[config.mk]
export PLATFORM = sky130hd
export DESIGN_NAME = uart_frame_receiver_crc32
export DESIGN_NICKNAME = d
export VERILOG_FILES = /design/src/rtl/ufrc_pkg.sv /design/src/rtl/uart_frame_receiver_crc32.sv /design/src/rtl/ufrc_core.sv
export VERILOG_INCLUDE_DIRS = /design/src /design/src/rtl
export SDC_FILE = /design/constraint.sdc
export NUM_CORES = 1
export LEC_CHECK = 0
export BUFFER_PORTS_ARGS = -buffer_cell sky130_fd_sc_hd__buf_2
export CORE_AREA = 2 2 161 163
export DETAILED_ROUTE_END_ITERATION = 8
export DIE_AREA = 0 0 163 165
export MAX_ROUTING_LAYER = met4
export PLACE_DENSITY = 0.73
export SYNTH_ARGS = -nofsm -noshare
export SYNTH_HDL_FRONTEND = slang
export SYNTH_HIERARCHICAL = 1
export SYNTH_SLANG_ARGS = --single-unit
[constraint.sdc]
create_clock -name clk -period 11.32 [get_ports clk]
set_input_delay 1.698 -clock clk [delete_from_list [all_inputs] [get_ports clk]]
set_output_delay 1.698 -clock clk [all_outputs]
set_load 0.01 [all_outputs]
[src/rtl/uart_frame_receiver_crc32_assert.svh]
// assertion macros shared by the frame receiver rtl
`ifndef UART_FRAME_RECEIVER_CRC32_ASSERT_SVH
`define UART_FRAME_RECEIVER_CRC32_ASSERT_SVH

// same-cycle implication, checked out of reset
`define UFRC_ASSERT_IMP(lbl, clk, rst_n, pre, post, msg) \
  lbl: assert property (@(posedge clk) disable iff (!rst_n) (pre) |-> (post)) \
    else $error(msg);

// next-cycle implication, checked out of reset
`define UFRC_ASSERT_NXT(lbl, clk, rst_n, pre, post, msg) \
  lbl: assert property (@(posedge clk) disable iff (!rst_n) (pre) |=> (post)) \
    else $error(msg);

`endif

[src/rtl/ufrc_pkg.sv]
// shared types, constants and crc function for the frame receiver
`timescale 1ns / 1ps
`default_nettype none

package ufrc_pkg;

  localparam int unsigned MaxPayload   = 128;
  localparam logic [31:0] CrcPoly      = 32'hEDB8_8320;
  localparam logic [31:0] CrcInit      = 32'hFFFF_FFFF;
  localparam logic [7:0]  SofFirst     = 8'hA5;
  localparam logic [7:0]  SofSecond    = 8'h5A;
  localparam logic [31:0] TimeoutReset = 32'd10_000_000;

  // end status codes
  localparam logic [1:0] ST_VALID   = 2'd0;
  localparam logic [1:0] ST_INVALID = 2'd1;
  localparam logic [1:0] ST_TIMEOUT = 2'd2;

  // result kind codes
  localparam logic KIND_PAYLOAD = 1'b0;
  localparam logic KIND_END     = 1'b1;

  // request kind codes
  localparam logic REQ_BYTE = 1'b0;
  localparam logic REQ_TICK = 1'b1;

  typedef struct packed {
    logic        kind;
    logic [7:0]  pbyte;
    logic [6:0]  pidx;
    logic [7:0]  ftype;
    logic [15:0] fseq;
    logic [7:0]  flen;
    logic [1:0]  status;
  } ufrc_result_t;

  // reflected crc-32, one byte, unrolled into xor logic
  function automatic logic [31:0] crc32_byte(input logic [31:0] crc, input logic [7:0] b);
    logic [31:0] c;
    c = crc ^ {24'd0, b};
    for (int i = 0; i < 8; i++) begin
      c = {1'b0, c[31:1]} ^ (c[0] ? CrcPoly : 32'd0);
    end
    return c;
  endfunction

endpackage

`default_nettype wire

[src/rtl/uart_frame_receiver_crc32.sv]
// Frame receiver: hunts for A5 5A, parses header, streams payload, checks CRC-32.
// A request is held in the input register, then its result, if any, in the output register that drives out_*.
// Throughput: one request per cycle while out_* is not stalled; set by the single pass through the header/crc logic.
// A request is taken whenever the input register is empty or moves on in that cycle.
// Reset (rst_n low, synchronous) empties both registers, restarts the hunt
// and sets the timeout limit to 10000000.
`timescale 1ns / 1ps
`default_nettype none

module uart_frame_receiver_crc32 (
  input  wire logic        clk,
  input  wire logic        rst_n,
  input  wire logic        in_tvalid,
  output logic             in_tready,
  input  wire logic [7:0]  in_tdata,   // [7:0] data_byte
  input  wire logic        in_tuser,   // [0] kind
  output logic             out_tvalid,
  input  wire logic        out_tready,
  output logic [55:0]      out_tdata,  // [7:0] payload_byte, [14:8] payload_index,
                                       // [22:15] frame_type, [38:23] frame_sequence,
                                       // [46:39] frame_length, [48:47] end_status,
                                       // [55:49] zero
  output logic             out_tuser,  // [0] out_kind
  input  wire logic        cfg_valid,
  output logic             cfg_ready,
  input  wire logic [31:0] cfg_data
);
  import ufrc_pkg::*;

  `include "uart_frame_receiver_crc32_assert.svh"

  logic         stg_valid_r;
  logic         stg_kind_r;
  logic [7:0]   stg_byte_r;
  logic         out_valid_r;
  ufrc_result_t out_res_r;

  logic         step;
  logic         res_valid;
  ufrc_result_t res;

  // the request in the input register moves on once the result slot is free
  assign step      = stg_valid_r && (!out_valid_r || out_tready);
  assign in_tready = !stg_valid_r || step;
  assign cfg_ready = 1'b1;

  ufrc_core u_core (
    .clk       (clk),
    .rst_n     (rst_n),
    .cfg_we    (cfg_valid),
    .cfg_data  (cfg_data),
    .step      (step),
    .kind      (stg_kind_r),
    .data_byte (stg_byte_r),
    .res_valid (res_valid),
    .res       (res)
  );

  always_ff @(posedge clk) begin
    if (!rst_n) begin
      stg_valid_r <= 1'b0;
    end else if (in_tready) begin
      stg_valid_r <= in_tvalid;
    end
  end

  always_ff @(posedge clk) begin
    if (in_tready && in_tvalid) begin
      stg_kind_r <= in_tuser;
      stg_byte_r <= in_tdata;
    end
  end

  always_ff @(posedge clk) begin
    if (!rst_n) begin
      out_valid_r <= 1'b0;
    end else if (step) begin
      out_valid_r <= res_valid;
    end else if (out_tready) begin
      out_valid_r <= 1'b0;
    end
  end

  always_ff @(posedge clk) begin
    if (step && res_valid) begin
      out_res_r <= res;
    end
  end

  assign out_tvalid = out_valid_r;
  assign out_tuser  = out_res_r.kind;
  assign out_tdata  = {7'd0, out_res_r.status, out_res_r.flen, out_res_r.fseq,
                       out_res_r.ftype, out_res_r.pidx, out_res_r.pbyte};

  `UFRC_ASSERT_NXT(a_stall_holds, clk, rst_n, !in_tready, stg_valid_r,
                   "input register dropped a request while stalled")
  `UFRC_ASSERT_IMP(a_payload_status, clk, rst_n, out_tvalid && out_tuser == KIND_PAYLOAD,
                   out_tdata[48:47] == ST_VALID && out_tdata[46:39] != 8'd0,
                   "payload result with end status or zero length")
  `UFRC_ASSERT_IMP(a_end_clean, clk, rst_n, out_tvalid && out_tuser == KIND_END,
                   out_tdata[14:0] == 15'd0 && out_tdata[48:47] != 2'd3,
                   "end result carries payload data or bad status")

endmodule

`default_nettype wire

[src/rtl/ufrc_core.sv]
// frame state, crc check, timeout and result generation for one request
`timescale 1ns / 1ps
`default_nettype none

module ufrc_core (
  input  wire logic                  clk,
  input  wire logic                  rst_n,
  input  wire logic                  cfg_we,
  input  wire logic [31:0]           cfg_data,
  input  wire logic                  step,
  input  wire logic                  kind,
  input  wire logic [7:0]            data_byte,
  output logic                       res_valid,
  output ufrc_pkg::ufrc_result_t     res
);
  import ufrc_pkg::*;

  localparam logic [2:0] PH_HUNT    = 3'd0;
  localparam logic [2:0] PH_TYPE    = 3'd1;
  localparam logic [2:0] PH_SEQ_LO  = 3'd2;
  localparam logic [2:0] PH_SEQ_HI  = 3'd3;
  localparam logic [2:0] PH_LEN_LO  = 3'd4;
  localparam logic [2:0] PH_LEN_HI  = 3'd5;
  localparam logic [2:0] PH_PAYLOAD = 3'd6;
  localparam logic [2:0] PH_CRC     = 3'd7;

  localparam logic [7:0] MaxLen = 8'(MaxPayload);

  logic [2:0]  phase_r,   phase_nxt;
  logic [7:0]  prev_r,    prev_nxt;
  logic [7:0]  type_r,    type_nxt;
  logic [15:0] seq_r,     seq_nxt;
  logic [7:0]  len_r,     len_nxt;
  logic [7:0]  cnt_r,     cnt_nxt;
  logic [31:0] crc_r,     crc_nxt;
  logic [23:0] rx_r,      rx_nxt;
  logic [31:0] elapsed_r, elapsed_nxt;
  logic [31:0] timeout_r;

  logic [31:0] crc_upd;
  logic [31:0] elapsed_inc;
  logic [31:0] limit;
  logic [7:0]  cnt_inc;
  logic        restart;

  assign crc_upd     = crc32_byte(crc_r, data_byte);
  assign elapsed_inc = (&elapsed_r) ? elapsed_r : elapsed_r + 32'd1;
  assign limit       = (timeout_r == 32'd0) ? 32'd1 : timeout_r;
  assign cnt_inc     = cnt_r + 8'd1;

  always_comb begin
    phase_nxt   = phase_r;
    prev_nxt    = prev_r;
    type_nxt    = type_r;
    seq_nxt     = seq_r;
    len_nxt     = len_r;
    cnt_nxt     = cnt_r;
    crc_nxt     = crc_r;
    rx_nxt      = rx_r;
    elapsed_nxt = elapsed_r;
    restart     = 1'b0;

    res_valid  = 1'b0;
    res.kind   = KIND_PAYLOAD;
    res.pbyte  = 8'd0;
    res.pidx   = 7'd0;
    res.ftype  = type_r;
    res.fseq   = seq_r;
    res.flen   = 8'd0;
    res.status = ST_VALID;

    if (kind == REQ_TICK) begin
      elapsed_nxt = elapsed_inc;
      if (elapsed_inc >= limit) begin
        restart    = 1'b1;
        res.status = ST_TIMEOUT;
      end
    end else begin
      unique case (phase_r)
        PH_TYPE: begin
          type_nxt  = data_byte;
          crc_nxt   = crc_upd;
          phase_nxt = PH_SEQ_LO;
        end
        PH_SEQ_LO: begin
          seq_nxt   = {8'd0, data_byte};
          crc_nxt   = crc_upd;
          phase_nxt = PH_SEQ_HI;
        end
        PH_SEQ_HI: begin
          seq_nxt   = {data_byte, seq_r[7:0]};
          crc_nxt   = crc_upd;
          phase_nxt = PH_LEN_LO;
        end
        PH_LEN_LO: begin
          len_nxt   = data_byte;
          crc_nxt   = crc_upd;
          phase_nxt = PH_LEN_HI;
        end
        PH_LEN_HI: begin
          crc_nxt = crc_upd;
          cnt_nxt = 8'd0;
          if (data_byte != 8'd0 || len_r > MaxLen) begin
            restart    = 1'b1;
            res.status = ST_INVALID;
          end else begin
            phase_nxt = (len_r == 8'd0) ? PH_CRC : PH_PAYLOAD;
          end
        end
        PH_PAYLOAD: begin
          crc_nxt   = crc_upd;
          res_valid = 1'b1;
          res.pbyte = data_byte;
          res.pidx  = cnt_r[6:0];
          res.flen  = len_r;
          if (cnt_inc >= len_r) begin
            cnt_nxt   = 8'd0;
            phase_nxt = PH_CRC;
          end else begin
            cnt_nxt = cnt_inc;
          end
        end
        PH_CRC: begin
          // little-endian crc shifts in from the top
          rx_nxt = {data_byte, rx_r[23:8]};
          if (cnt_r[1:0] == 2'd3) begin
            restart    = 1'b1;
            res.status = ({data_byte, rx_r} == ~crc_r) ? ST_VALID : ST_INVALID;
          end else begin
            cnt_nxt = cnt_inc;
          end
        end
        default: begin
          if (prev_r == SofFirst && data_byte == SofSecond) begin
            phase_nxt = PH_TYPE;
            crc_nxt   = CrcInit;
          end else begin
            phase_nxt = PH_HUNT;
            prev_nxt  = data_byte;
          end
        end
      endcase
    end

    if (restart) begin
      res_valid   = 1'b1;
      res.kind    = KIND_END;
      res.pbyte   = 8'd0;
      res.pidx    = 7'd0;
      res.flen    = (phase_r == PH_PAYLOAD || phase_r == PH_CRC) ? len_r : 8'd0;
      phase_nxt   = PH_HUNT;
      prev_nxt    = 8'd0;
      type_nxt    = 8'd0;
      seq_nxt     = 16'd0;
      len_nxt     = 8'd0;
      cnt_nxt     = 8'd0;
      crc_nxt     = CrcInit;
      rx_nxt      = 24'd0;
      elapsed_nxt = 32'd0;
    end
  end

  always_ff @(posedge clk) begin
    if (!rst_n) begin
      phase_r   <= PH_HUNT;
      prev_r    <= 8'd0;
      type_r    <= 8'd0;
      seq_r     <= 16'd0;
      len_r     <= 8'd0;
      cnt_r     <= 8'd0;
      crc_r     <= CrcInit;
      rx_r      <= 24'd0;
      elapsed_r <= 32'd0;
      timeout_r <= TimeoutReset;
    end else begin
      if (cfg_we) begin
        timeout_r <= cfg_data;
      end
      if (step) begin
        phase_r   <= phase_nxt;
        prev_r    <= prev_nxt;
        type_r    <= type_nxt;
        seq_r     <= seq_nxt;
        len_r     <= len_nxt;
        cnt_r     <= cnt_nxt;
        crc_r     <= crc_nxt;
        rx_r      <= rx_nxt;
        elapsed_r <= elapsed_nxt;
      end
    end
  end

endmodule

`default_nettype wire

# Yosys cells after proc, flatten, opt, wreduce, memory -nomap -nowiden
# Index checks and enable logic that the tools add are counted.
dict set report totals {
  reg_bits 232
  input_bits 46
  output_inout_bits 60
  wordCells 160
}
dict set report op_classes {
  n_addsub 2
  magnitude_cmp 3
  n_eq_ne 19
  mux 67
  bitwise 11
  n_reduce_logical 36
}
# operator n
set ops {}
lappend ops {{32-bit two-way mux} 15}
lappend ops {{31-bit by 32-bit XOR with 32-bit output} 8}
lappend ops {{8-bit two-way mux} 18}
lappend ops {{24-bit two-way mux} 3}
lappend ops {{32-bit case mux with 2 select lines} 1}
lappend ops {{16-bit two-way mux} 3}
lappend ops {{32-bit by 1-bit adder with 32-bit output (second input constant)} 1}
lappend ops {{32-bit equality test} 1}
lappend ops {{32-bit >= comparator} 1}
lappend ops {{32-bit logical NOT} 1}
lappend ops {{32-bit inverter} 1}
lappend ops {{16-bit case mux with 2 select lines} 1}
lappend ops {{32-bit AND reduction} 1}
lappend ops {{32-bit by 8-bit XOR with 32-bit output} 1}
lappend ops {{15-bit two-way mux} 2}
lappend ops {{8-bit case mux with 3 select lines} 1}
lappend ops {{3-bit case mux with 7 select lines} 1}
lappend ops {{4-bit AND reduction} 4}
lappend ops {{1-bit two-way mux} 13}
lappend ops {{3-bit equality test (second input constant)} 4}
lappend ops {{3-bit two-way mux} 4}
lappend ops {{3-bit AND reduction} 4}
lappend ops {{2-bit nonzero test} 6}
lappend ops {{2-bit by 1-bit inequality test with 1-bit output (second input constant)} 5}
lappend ops {{26 further kinds} 38}

# Depth between registers and ports, before layout
# Gate-level depths: netlist of run 1.
dict set report depth {
  depth_word 20
  depth_mapped 18
  ltp_nobuf 16
}

# By module
# The synthesis of run 1 kept the hierarchy.
# mod instances cells_each area_each_um2 seq_area_each_um2
set modules_own_cells {}
lappend modules_own_cells {ufrc_core 1 1080 9660.5 3423.3}
lappend modules_own_cells {uart_frame_receiver_crc32 1 82 1951.9 1811.7}

# Worst setup path before layout of run 1
# Ideal clock, no wire load.
dict set report synth_timing {
  kind {register -> register}
  from {register u_core.elapsed_r[0]}
  to {register out_res_r (netlist bit out_tdata[0]) (enable)}
  setup_ns 0.458
  t_arrival_ns 5.682
  t_required_ns 10.862
  slack_ns 5.180
  stages_incl_launch_ff 18
  n_path_buf 2
  period_less_slack_ns 6.140
  cell_sequence {dfxtp_1 -> ha_1 -> nand2_1 -> nor3_2 -> and3_1 -> buf_6 -> or4_2 -> xnor2_1 -> ha_1 -> and4_1 -> o211ai_1 -> o32ai_1 -> o21a_1 -> o21a_1 -> buf_2 -> or2_2 -> nand2_1 -> nor2_1}
}
dict set report synth_between {
  elab_chain_cells 7
  word_cells_on_any_way 8
  classes_between {add/sub: 1; order compare: 1; mux: 4; reduce/logical: 2}
}
# element line_no
set synth_rtl {}
lappend synth_rtl {{start: declaration} ufrc_core.sv:37} ;# logic [31:0] elapsed_r, elapsed_nxt;
lappend synth_rtl {{start signal: assignment} ufrc_core.sv:188} ;# elapsed_r <= elapsed_nxt;
lappend synth_rtl {{32-bit by 1-bit adder with 32-bit output or 32-bit AND reduction (tied branches)} ufrc_core.sv:47} ;# assign elapsed_inc = (&elapsed_r) ? elapsed_r : elapsed_r + 32'd1;
lappend synth_rtl {{32-bit two-way mux *} ufrc_core.sv:47}
lappend synth_rtl {{32-bit >= comparator *} ufrc_core.sv:74} ;# if (elapsed_inc >= limit) begin
lappend synth_rtl {{1-bit two-way mux *} ufrc_core.sv:74}
lappend synth_rtl {{1-bit two-way mux *} ufrc_core.sv:72} ;# if (kind == REQ_TICK) begin
lappend synth_rtl {{1-bit two-way mux *} ufrc_core.sv:145} ;# if (restart) begin
lappend synth_rtl {{named net res_valid} uart_frame_receiver_crc32.sv:39} ;# logic res_valid;
lappend synth_rtl {{1-bit logical AND *} uart_frame_receiver_crc32.sv:85} ;# if (step && res_valid) begin
lappend synth_rtl {{end signal: assignment} uart_frame_receiver_crc32.sv:86} ;# out_res_r <= res;
lappend synth_rtl {{end: declaration} uart_frame_receiver_crc32.sv:36} ;# ufrc_result_t out_res_r;
# Mark *: on every way through the listed nets, which the timed path passes. The rest lies on a longest branch.
# A chain may end at the register's enable or synchronous reset.

# Worst setup path in the final report of run 1
dict set report layout_timing {
  from {register u_core.elapsed_r[0]}
  to {register out_res_r (netlist bit out_tdata[9]) (enable)}
}
# Same word-level chain as after synthesis.

==> metrics.yaml, run 1 <==
status: "finished, final reports clean"
finalCriticalPeriod_ns: 6.00
worstSetupEndpoint: "out_tdata[9]"
r2r-start: "u_core/elapsed_r[0]"
path_class: "register to register"
setup_slack_ns: 5.32
ys_seq_area_share_pct: 45.1
hold_ws_ns: 0.434
fp.dieW_um: 163
gp_congestion: 0.879
core-area_um2: 25000
startpoint: "u_core/elapsed_r[0]"
hold_viol: 0
placed_area_um2: 12200
vias: 8848
async_flop_share_pct: 0
crit_path_top_delay_cell: "o21a_1"
antenna_cells: 0
drt-pass1-iter-count: 5
ctsHoldBuffers: 0
yosys.area.top_type: "dfxtp_1"
cell_internal_pwr_mw: 1.39
grt_pass1_vias: 8325
syn_area_um2: 11600
cts_buffers: 26
synth.distinct_cells: 84
cp-start-kind: "register"
clock_power_share_pct: 44.5
p_sw_mw: 0.427
stdcell_area_um2: 13000
final.setup.tns_ns: 0
r2r_end: "out_tdata[9]"
report.final.slew_viol_count: 0
htreeDepth: 1
critPathMaxStageDelay_ns: 0.76
rows: 58
clock_latency_ns: 0.53
synthTopCellsByCount: "dfxtp_1, nand2_1, xnor2_1"
r2r_cells: 17
combPwrFrac_pct: 7.4
die_y_um: 165
wl_um: 26400
die-area_um2: 26900
fin_nets: 1314
post_cts_buffers: 0
clockBufferDepth: 3
r2r_slack_ns: 5.32
yosysMostFrequentCell: "dfxtp_1"
cp_max_fo: 50
fmax_mhz: 167
cts_tree: "built"
synth.area.top_cells: "dfxtp_1, edfxtp_1, xnor2_1"
path_cells: "ha_1, nand2_1, nor3_2, nand3_1, nand3_1, nor2_1, xnor2_1, ha_1, and4_1, o211ai_1, o32ai_1, o21a_1, o21a_1, or2_2, nand2_1, nor2_4, buf_4"
synth_edf_count: 59
viasPerCell: 5.61
cp-end-kind: "register"
worstPathArrival_ns: 6.16
ant_nets: 0
fin_skew_ns: 0.0167
fin_util_pct: 52.0
hpwl_um: 18200
tightest_slew_ns: 1.19
synth_top_area_share_pct: 29.8
grt.overflow.total: 0
drt_iter0_drc: 795
clkTransAtPathRegs_ns: 0.06
ys.flop_type: "dfxtp_1"
power_leakage_nw: 4.78
irDropWorstVdd_mv: 0.117
min_path_type: "register to register"
io_buffers: 97
rsz0062_at_grt: "false"
grt_util_all_layers_pct: 20.2
powerDensity_nw_per_um2: 140
timing.slew.headroom_pct: 20.7
setup_violations: 0
swShare_pct: 23.5
io_pins: 106
synthCells: 1162
start_util_pct: 46.4
ctsResizeCount: 0
p_seq_share_pct: 48.2
grt_pass1_wl_um: 42700
drv_cap: 0
finalCritPeriodShare_pct: 53.0
grt_antenna_before_repair: 0
worstPathRequired_ns: 11.48
area_growth_pct: 12.2
grt_max_degree: 67
drc: 0
post-place-ws_ns: 5.40
wl_per_cell_um: 16.8
ys_warn_count: 6
ys_ff_latch: 232
synth_area_per_cell_um2: 9.99
cts_root_buf: "clkbuf_16"
clock-sinks: 232
drive_above_1_share_pct: 14.9
## kinds of logic after synthesis
kind of cell	share of synthesized area, %
simple gates	16.3
compound gates	16.2
flops	45.1
xor+xnor	10.4
buf+inv	5.13
fa+ha+maj	4.53
mux	2.26
other cells	0.0647
## flip-flops by register name, summed over array words and instances (netlist names)
signal / count
out_tdata: 49
out_tuser: 1
out_tvalid: 1
stg_byte_r: 8
stg_kind_r: 1
stg_valid_r: 1
u_core/cnt_r: 8
u_core/crc_r: 32
u_core/elapsed_r: 32
u_core/len_r: 8
u_core/phase_r: 3
u_core/prev_r: 8
u_core/rx_r: 24
u_core/seq_r: 16
u_core/timeout_r: 32
u_core/type_r: 8
## routing by layer
metal	share of wire [%]	routed length, um	GRT usage (%)
met5	0	0	-
met1	45	12000	26.5
met4	2.4	631	5.91
met3	6.0	1590	3.01
met2	46	12200	32.4
## worst min-delay path by stage
| stage | depth (start not counted) | endpoint | from |
|---|---|---|---|
| 6_report | 0 | out_tdata[32] | u_core/seq_r[9] |
| 5_1_grt | 0 | out_tdata[28] | u_core/seq_r[5] |
| 4_1_cts | 0 | out_tdata[31] | u_core/seq_r[8] |
| 3_5_place_dp | 0 | out_tdata[29] | u_core/seq_r[6] |
| 3_3_place_gp | 0 | out_tdata[17] | u_core/type_r[2] |
| 2_1_floorplan | 0 | out_tdata[15] | u_core/type_r[0] |
## cells in the final DEF, fill, tap and decap left out, types with 27 or more instances in the layout
cell | netlist | layout
and2_1 | 27 | 27
dfxtp_1 | 173 | 173
inv_1 | 47 | 46
nor2_1 | 58 | 57
ha_1 | 42 | 42
xor2_1 | 34 | 34
o31ai_1 | 27 | 27
edfxtp_1 | 59 | 59
xnor2_1 | 98 | 98
nand3_1 | 54 | 54
a2bb2oi_1 | 36 | 36
a21oi_1 | 40 | 40
nand2_1 | 103 | 103
buf_2 | 19 | 97
## layout make-up
class / instances / area, um^2
Multi-Input combinational cell: 812 / 5810
Tap cell: 330 / 413
Clock buffer: 34 / 691
Clock inverter: 14 / 143
Timing Repair Buffer: 107 / 561
Sequential cell: 232 / 5240
Inverter: 47 / 176
Fill cell: 2268 / 12000
## worst max-delay path: cells and delay by family, from the launching register on
family / cells / cell delay [ns]
DFF: 1 / 0.45
buffers and inverters: 1 / 0.50
AOI/OAI and AO/OA: 4 / 1.60
adders and majority gates: 2 / 0.58
xor gates and xnor gates: 1 / 0.15
and+or+nand+nor: 9 / 2.32
## through the flow
step / instances / total power, mW
global placement: 1528 / 1.02
CTS: 1576 / 1.84
detailed placement: 1528 / 1.03
global route: 1576 / 1.89
finish: 1576 / 1.82
floorplan: 1168 / 0.994
## power by group through the flow
stage	Clock (mW)	Sequential [mW]	Combinational, mW
6_report	0.809	0.876	0.134
5_1_grt	0.862	0.877	0.148
4_1_cts	0.828	0.876	0.134
3_5_place_dp	0	0.894	0.133
3_3_place_gp	0	0.893	0.130
2_1_floorplan	0	0.887	0.107
Power figures use the tool's default switching activity.
==> run 2: changes to the inputs <==
--- a/config.mk
+++ b/config.mk
@@ -11,7 +11,7 @@
 export DETAILED_ROUTE_END_ITERATION = 8
 export DIE_AREA = 0 0 163 165
 export MAX_ROUTING_LAYER = met4
-export PLACE_DENSITY = 0.73
+export PLACE_DENSITY = 0.75
 export SYNTH_ARGS = -nofsm -noshare
 export SYNTH_HDL_FRONTEND = slang
 export SYNTH_HIERARCHICAL = 1
==> constraint.sdc (replaced) <==
create_clock -name clk -period 5.1 [get_ports clk]
set_input_delay 0.765 -clock clk [delete_from_list [all_inputs] [get_ports clk]]
set_output_delay 0.765 -clock clk [all_outputs]
set_load 0.01 [all_outputs]
==> run 2 against run 1 <==
Design area grew 1.1%. Worst hold slack worse by 0.026 ns. Cell count increased by 0.57%. Flip-flop and latch count unchanged. Sequential share of layout area fell by 0.43 points. Non-clock buffer count rose by 11. Core utilization is 0.57 points higher. Clock power increased by 130%. Combinational power grew 130%. Wire length increased by 3.0%. Critical endpoint is now out_tdata[16].
==> metrics.yaml, run 2 (synthesis gave the netlist of run 1 again) <==
clock_latency_ns: 0.55  # was 0.53 ns
drive_above_1_share_pct: 16.1  # was 14.9%
clockBufferDepth: 3  # unchanged
die_y_um: 165  # unchanged
htreeDepth: 1  # unchanged
report.final.slew_viol_count: 0  # unchanged
io_buffers: 97  # unchanged
min_path_type: "primary input to register"  # was register to register
cts_tree: "built"  # unchanged
cp-start-kind: "register"  # unchanged
post-place-ws_ns: 0.294  # was 5.40 ns
cts_root_buf: "clkbuf_16"  # unchanged
busiest_layer: "met2"  # unchanged
setup_violations: 0  # unchanged
grt_antenna_before_repair: 0  # unchanged
finalCriticalPeriod_ns: 4.75  # was 6.00 ns
grt_pass1_vias: 8493  # was 8,325
worstPathRequired_ns: 5.31  # was 11.48 ns
drt_iter0_drc: 735  # was 795
power_leakage_nw: 4.86  # was 4.78 nW
antenna_cells: 0  # unchanged
ctsHoldBuffers: 0  # unchanged
grt_util_all_layers_pct: 20.6  # was 20.2%
final_cell_mix: "dfxtp_1, nand2_1, xnor2_1, buf_2, edfxtp_1"  # unchanged
viasPerCell: 5.61  # about the same
die-area_um2: 26900  # unchanged
fin_skew_ns: 0.0254  # was 0.0167 ns
area_growth_pct: 13.4  # was 12.2%
worstPathArrival_ns: 4.96  # was 6.16 ns
drt-pass1-iter-count: 5  # unchanged
placed_area_um2: 12300  # was 12,200 um^2
stdcell_area_um2: 13200  # was 13,000 um^2
hold_viol: 0  # unchanged
grt_pass1_wl_um: 43600  # was 42,700 um
finalCritPeriodShare_pct: 93.2  # was 53.0%
cts_buffers: 25  # was 26
wl_um: 27200  # was 26,400 um
grt_max_degree: 66  # was 67
drc: 0  # unchanged
tightest_slew_ns: 1.01  # was 1.19 ns
io_pins: 106  # unchanged
status: "finished, final reports clean"  # unchanged
vias: 8889  # was 8,848
gr-usage-met3_pct: 2.79  # was 3.01%
fin_util_pct: 52.6  # was 52.0%
mostFrequentLayoutCell: "dfxtp_1"  # unchanged
irDropWorstVdd_mv: 0.245  # was 0.117 mV
grtUsageMet1_pct: 26.3  # was 26.5%
start_util_pct: 46.4  # unchanged
largest_reg_flops: 49  # unchanged
timing.slew.headroom_pct: 32.1  # was 20.7%
path_class: "register to register"  # unchanged
rows: 58  # unchanged
clkTransAtPathRegs_ns: 0.06  # about the same
grtUsageMet2_pct: 33.9  # was 32.4%
wl_per_cell_um: 17.1  # was 16.8 um
final.setup.tns_ns: 0  # unchanged
grt.overflow.total: 0  # unchanged
core-area_um2: 25000  # unchanged
cp-end-kind: "register"  # unchanged
fin_nets: 1325  # was 1,314
ant_nets: 0  # unchanged
fp.dieW_um: 163  # unchanged
fmax_mhz: 210  # was 167 MHz
drv_cap: 0  # unchanged
rsz0062_at_grt: "false"  # unchanged
powerDensity_nw_per_um2: 315  # was 140 nW/um^2
cp_max_fo: 31  # was 50
hpwl_um: 18600  # was 18,200 um
setup_slack_ns: 0.347  # was 5.32 ns
hold_ws_ns: 0.409  # was 0.434 ns
gp_congestion: 0.925  # was 0.879
clock-sinks: 232  # unchanged
[run 2: changes by cell type in the layout (fill, tap and decap cells not counted), moves of 2 or more]
cell,previous run,this run
buf_4,10,21
clkbuf_1,7,2
clkinv_4,0,3
bufinv_16,2,4
clkinvlp_4,4,2
[run 2: power breakdown]
group          internal (mW)  switching [mW]  leakage (nW)
sequential              1.91          0.0306          1.93
combinational          0.120           0.185          2.51
clock                   1.13           0.770         0.416
total                   3.16           0.985          4.86
[run 2: routing by layer]
| metal | wire [um] | vias to the layer above |
|---|---|---|
| li1 | - | 4383 |
| met1 | 12000 | 4140 |
| met2 | 12800 | 311 |
| met3 | 1560 | 55 |
| met4 | 748 | 0 |
| met5 | 0 | - |
[run 2: path summary, 6_finish.rpt]
kind / cells after the start / slack (ns) / start / end
max: 15 / 0.35 / u_core/elapsed_r[11] / out_tdata[16]
max reg2reg: 15 / 0.35 / u_core/elapsed_r[11] / out_tdata[16]
min: 1 / 0.41 / in_tdata[6] / stg_byte_r[6]
min reg2reg: 0 / 0.43 / u_core/type_r[6] / out_tdata[21]
[run 2: area by class of cell]
cell class	count	area (um^2)
Clock buffer	28	647
Clock inverter	17	218
Fill cell	2204	11900
Inverter	47	176
Multi-Input combinational cell	813	5840
Sequential cell	232	5240
Tap cell	330	413
Timing Repair Buffer	118	643
[run 2: timing repair]
action	CTS	global route
setup endpoints to repair	0	32
resized for setup	0	2
setup buffers	0	2
[run 2: metrics by stage]
step | power, mW | instances
after floorplan | 2.21 | 1168
after global placement | 2.28 | 1537
after global routing | 4.28 | 1585
final | 4.14 | 1585
after detailed placement | 2.28 | 1537
after CTS | 4.17 | 1582
[run 2: worst max-delay path: stages, from the launching register on]
cell	delay [ns]
dfxtp_1	0.47
nand4_1	0.21
nor2_1	0.24
nand4_1	0.19
nor4b_4	0.47
nand4_1	0.23
xnor2_1	0.20
ha_1	0.31
nand4_1	0.17
nor4_1	0.44
o21a_1	0.24
o21a_1	0.15
or2_2	0.10
nand2_1	0.19
nor2_4	0.39
buf_4	0.41
==> run 3: changes to the inputs <==
--- a/config.mk
+++ b/config.mk
@@ -11,7 +11,7 @@
 export DETAILED_ROUTE_END_ITERATION = 8
 export DIE_AREA = 0 0 163 165
 export MAX_ROUTING_LAYER = met4
-export PLACE_DENSITY = 0.75
+export PLACE_DENSITY = 0.73
 export SYNTH_ARGS = -nofsm -noshare
 export SYNTH_HDL_FRONTEND = slang
 export SYNTH_HIERARCHICAL = 1
==> constraint.sdc (replaced) <==
create_clock -name clk -period 5.8 [get_ports clk]
set_input_delay 0.87 -clock clk [delete_from_list [all_inputs] [get_ports clk]]
set_output_delay 0.87 -clock clk [all_outputs]
set_load 0.01 [all_outputs]
==> run 3 against run 2 <==
Clock skew is 0.0046 ns lower. Via count is 0.19% higher. Clock power is 16% lower. Global-route usage is 0.17 points lower. Sequential share of layout area is 0.32 points higher. Flip-flop and latch count stayed put. Critical path depth is 2 higher. Critical path type unchanged. Critical endpoint is now out_tdata[39]. Largest cell class unchanged.
==> metrics.yaml, run 3 (synthesis gave the netlist of run 1 again) <==
cp-end-kind: "register"  # unchanged
cp-start-kind: "register"  # unchanged
report.final.slew_viol_count: 0  # unchanged
p_sw_mw: 0.846  # was 0.985 mW
grtUsageMet1_pct: 27.3  # was 26.3%
combPwrFrac_pct: 7.5  # was 7.4%
busiest_layer: "met2"  # unchanged
post-place-ws_ns: 0.559  # was 0.294 ns
largest_reg_flops: 49  # unchanged
rows: 58  # unchanged
rsz0062_at_grt: "false"  # unchanged
drt_iter0_drc: 787  # was 735
vias: 8906  # was 8,889
drv_cap: 0  # unchanged
die_y_um: 165  # unchanged
swShare_pct: 23.7  # was 23.8%
grt_antenna_before_repair: 0  # unchanged
fin_nets: 1317  # was 1,325
hpwl_um: 18700  # was 18,600 um
worstPathArrival_ns: 5.54  # was 4.96 ns
power_leakage_nw: 4.81  # was 4.86 nW
ant_nets: 0  # unchanged
min_path_type: "register to register"  # was primary input to register
fin_skew_ns: 0.0207  # was 0.0254 ns
fill_cells: 2263  # was 2,204
clockBufferDepth: 3  # unchanged
grt_pass1_vias: 8351  # was 8,493
hold_ws_ns: 0.430  # was 0.409 ns
post_cts_buffers: 0  # unchanged
cts_tree: "built"  # unchanged
core-area_um2: 25000  # unchanged
fp.dieW_um: 163  # unchanged
drt-pass1-iter-count: 5  # unchanged
wl_um: 26600  # was 27,200 um
finalCritPeriodShare_pct: 92.7  # was 93.2%
drc: 0  # unchanged
timing.slew.headroom_pct: 33.3  # was 32.1%
clock_latency_ns: 0.54  # was 0.55 ns
grt_util_all_layers_pct: 20.4  # was 20.6%
p_seq_share_pct: 47.8  # was 46.9%
start_util_pct: 46.4  # unchanged
irDropWorstVdd_mv: 0.230  # was 0.245 mV
hold_start: "u_core/seq_r[10]"  # was in_tdata[6]
cell_internal_pwr_mw: 2.73  # was 3.16 mW
io_pins: 106  # unchanged
clock-sinks: 232  # unchanged
powerDensity_nw_per_um2: 274  # was 315 nW/um^2
clock_power_share_pct: 44.7  # was 45.8%
wl_per_cell_um: 16.9  # was 17.1 um
clkTransAtPathRegs_ns: 0.06  # about the same
holdPathEnd: "out_tdata[33]"  # was stg_byte_r[6]
cts_buffers: 25  # unchanged
setup_slack_ns: 0.423  # was 0.347 ns
grtUsageMet2_pct: 32.5  # was 33.9%
finalCriticalPeriod_ns: 5.38  # was 4.75 ns
path_class: "register to register"  # unchanged
io_buffers: 97  # unchanged
area_growth_pct: 12.5  # was 13.4%
gp_congestion: 0.904  # was 0.925
r2r_end: "out_tdata[39]"  # was out_tdata[16]
min_path_cells: 0  # was 1
r2r_slack_ns: 0.42  # was 0.35 ns
antenna_cells: 0  # unchanged
cts_root_buf: "clkbuf_16"  # unchanged
tightest_slew_ns: 0.998  # was 1.01 ns
r2r-start: "u_core/elapsed_r[0]"  # was u_core/elapsed_r[11]
fmax_mhz: 186  # was 210 MHz
status: "finished, final reports clean"  # unchanged
worstPathRequired_ns: 5.96  # was 5.31 ns
ctsResizeCount: 0  # unchanged
r2r_cells: 17  # was 15
grt_pass1_wl_um: 43200  # was 43,600 um
viasPerCell: 5.64  # was 5.61
hold_viol: 0  # unchanged
grt.overflow.total: 0  # unchanged
gr-usage-met3_pct: 2.41  # was 2.79%
drive_above_1_share_pct: 15.4  # was 16.1%
cp_max_fo: 50  # was 31
final_cell_mix: "dfxtp_1, nand2_1, xnor2_1, buf_2, edfxtp_1"  # unchanged
fin_util_pct: 52.2  # was 52.6%
mostFrequentLayoutCell: "dfxtp_1"  # unchanged
final.setup.tns_ns: 0  # unchanged
setup_violations: 0  # unchanged
die-area_um2: 26900  # unchanged
htreeDepth: 1  # unchanged
grt_max_degree: 66  # unchanged
ctsHoldBuffers: 0  # unchanged
-- run 3: changes by cell type in the layout (fill, tap and decap cells not counted), sizes merged --
cell,before,now
bufinv,4,2
clkbuf,28,34
clkinv,8,4
buf,118,111
clkinvlp,3,4
nor2,61,60
-- run 3: metrics by stage --
stage               std cells  power [mW]  instance area (um^2)
detailed placement       1532        2.01                 12200
global placement         1532        2.00                 12200
finish                   1578        3.58                 13100
CTS                      1578        3.61                 13100
global route             1578        3.71                 13100
floorplan                1168        1.94                 11600
-- run 3: how the worst max path moves through the flow --
| stage | depth (start not counted) | endpoint | start | slack [ns] |
|---|---|---|---|---|
| after global routing | 17 | out_tdata[39] | u_core/elapsed_r[0] | 0.13 |
| after floorplan | 17 | out_tdata[0] | u_core/elapsed_r[0] | 0.49 |
| after global placement | 17 | out_tdata[27] | u_core/elapsed_r[0] | 0.75 |
| after CTS | 17 | out_tdata[44] | u_core/elapsed_r[0] | 0.54 |
| after detailed placement | 17 | out_tdata[39] | u_core/elapsed_r[0] | 0.56 |
| final | 17 | out_tdata[39] | u_core/elapsed_r[0] | 0.42 |
-- run 3: layout make-up --
cell class	count	area (um^2)	area share, %
Clock buffer	34	699	5.35
Timing Repair Buffer	111	591	4.52
Clock inverter	12	143	1.09
Multi-Input combinational cell	812	5810	44.5
Sequential cell	232	5240	40.1
Tap cell	330	413	3.16
Inverter	47	176	1.35
-- run 3: metal layers --
metal / routed length, um / vias up
li1: - / 4342
met1: 12200 / 4174
met2: 12100 / 324
met3: 1570 / 66
met4: 771 / 0
met5: 0 / -
-- run 3: power by group through the flow --
stage	Sequential [mW]	Combinational, mW	Clock [mW]
after floorplan	1.73	0.210	0
after global placement	1.74	0.261	0
after detailed placement	1.74	0.265	0
after CTS	1.71	0.267	1.64
after global routing	1.71	0.294	1.71
final	1.71	0.268	1.60
-- run 3: worst max-delay path: stages (launching register included) --
cell	delay (ns)
dfxtp_1	0.45
ha_1	0.29
nand2_1	0.10
nor3_2	0.36
nand3_1	0.59
nand3_1	0.47
nor2_1	0.14
xnor2_1	0.15
ha_1	0.30
and4_1	0.24
o211ai_1	0.10
o32ai_1	0.38
o21a_1	0.40
o21a_1	0.20
or2_2	0.11
nand2_1	0.09
nor2_4	0.09
buf_4	0.52
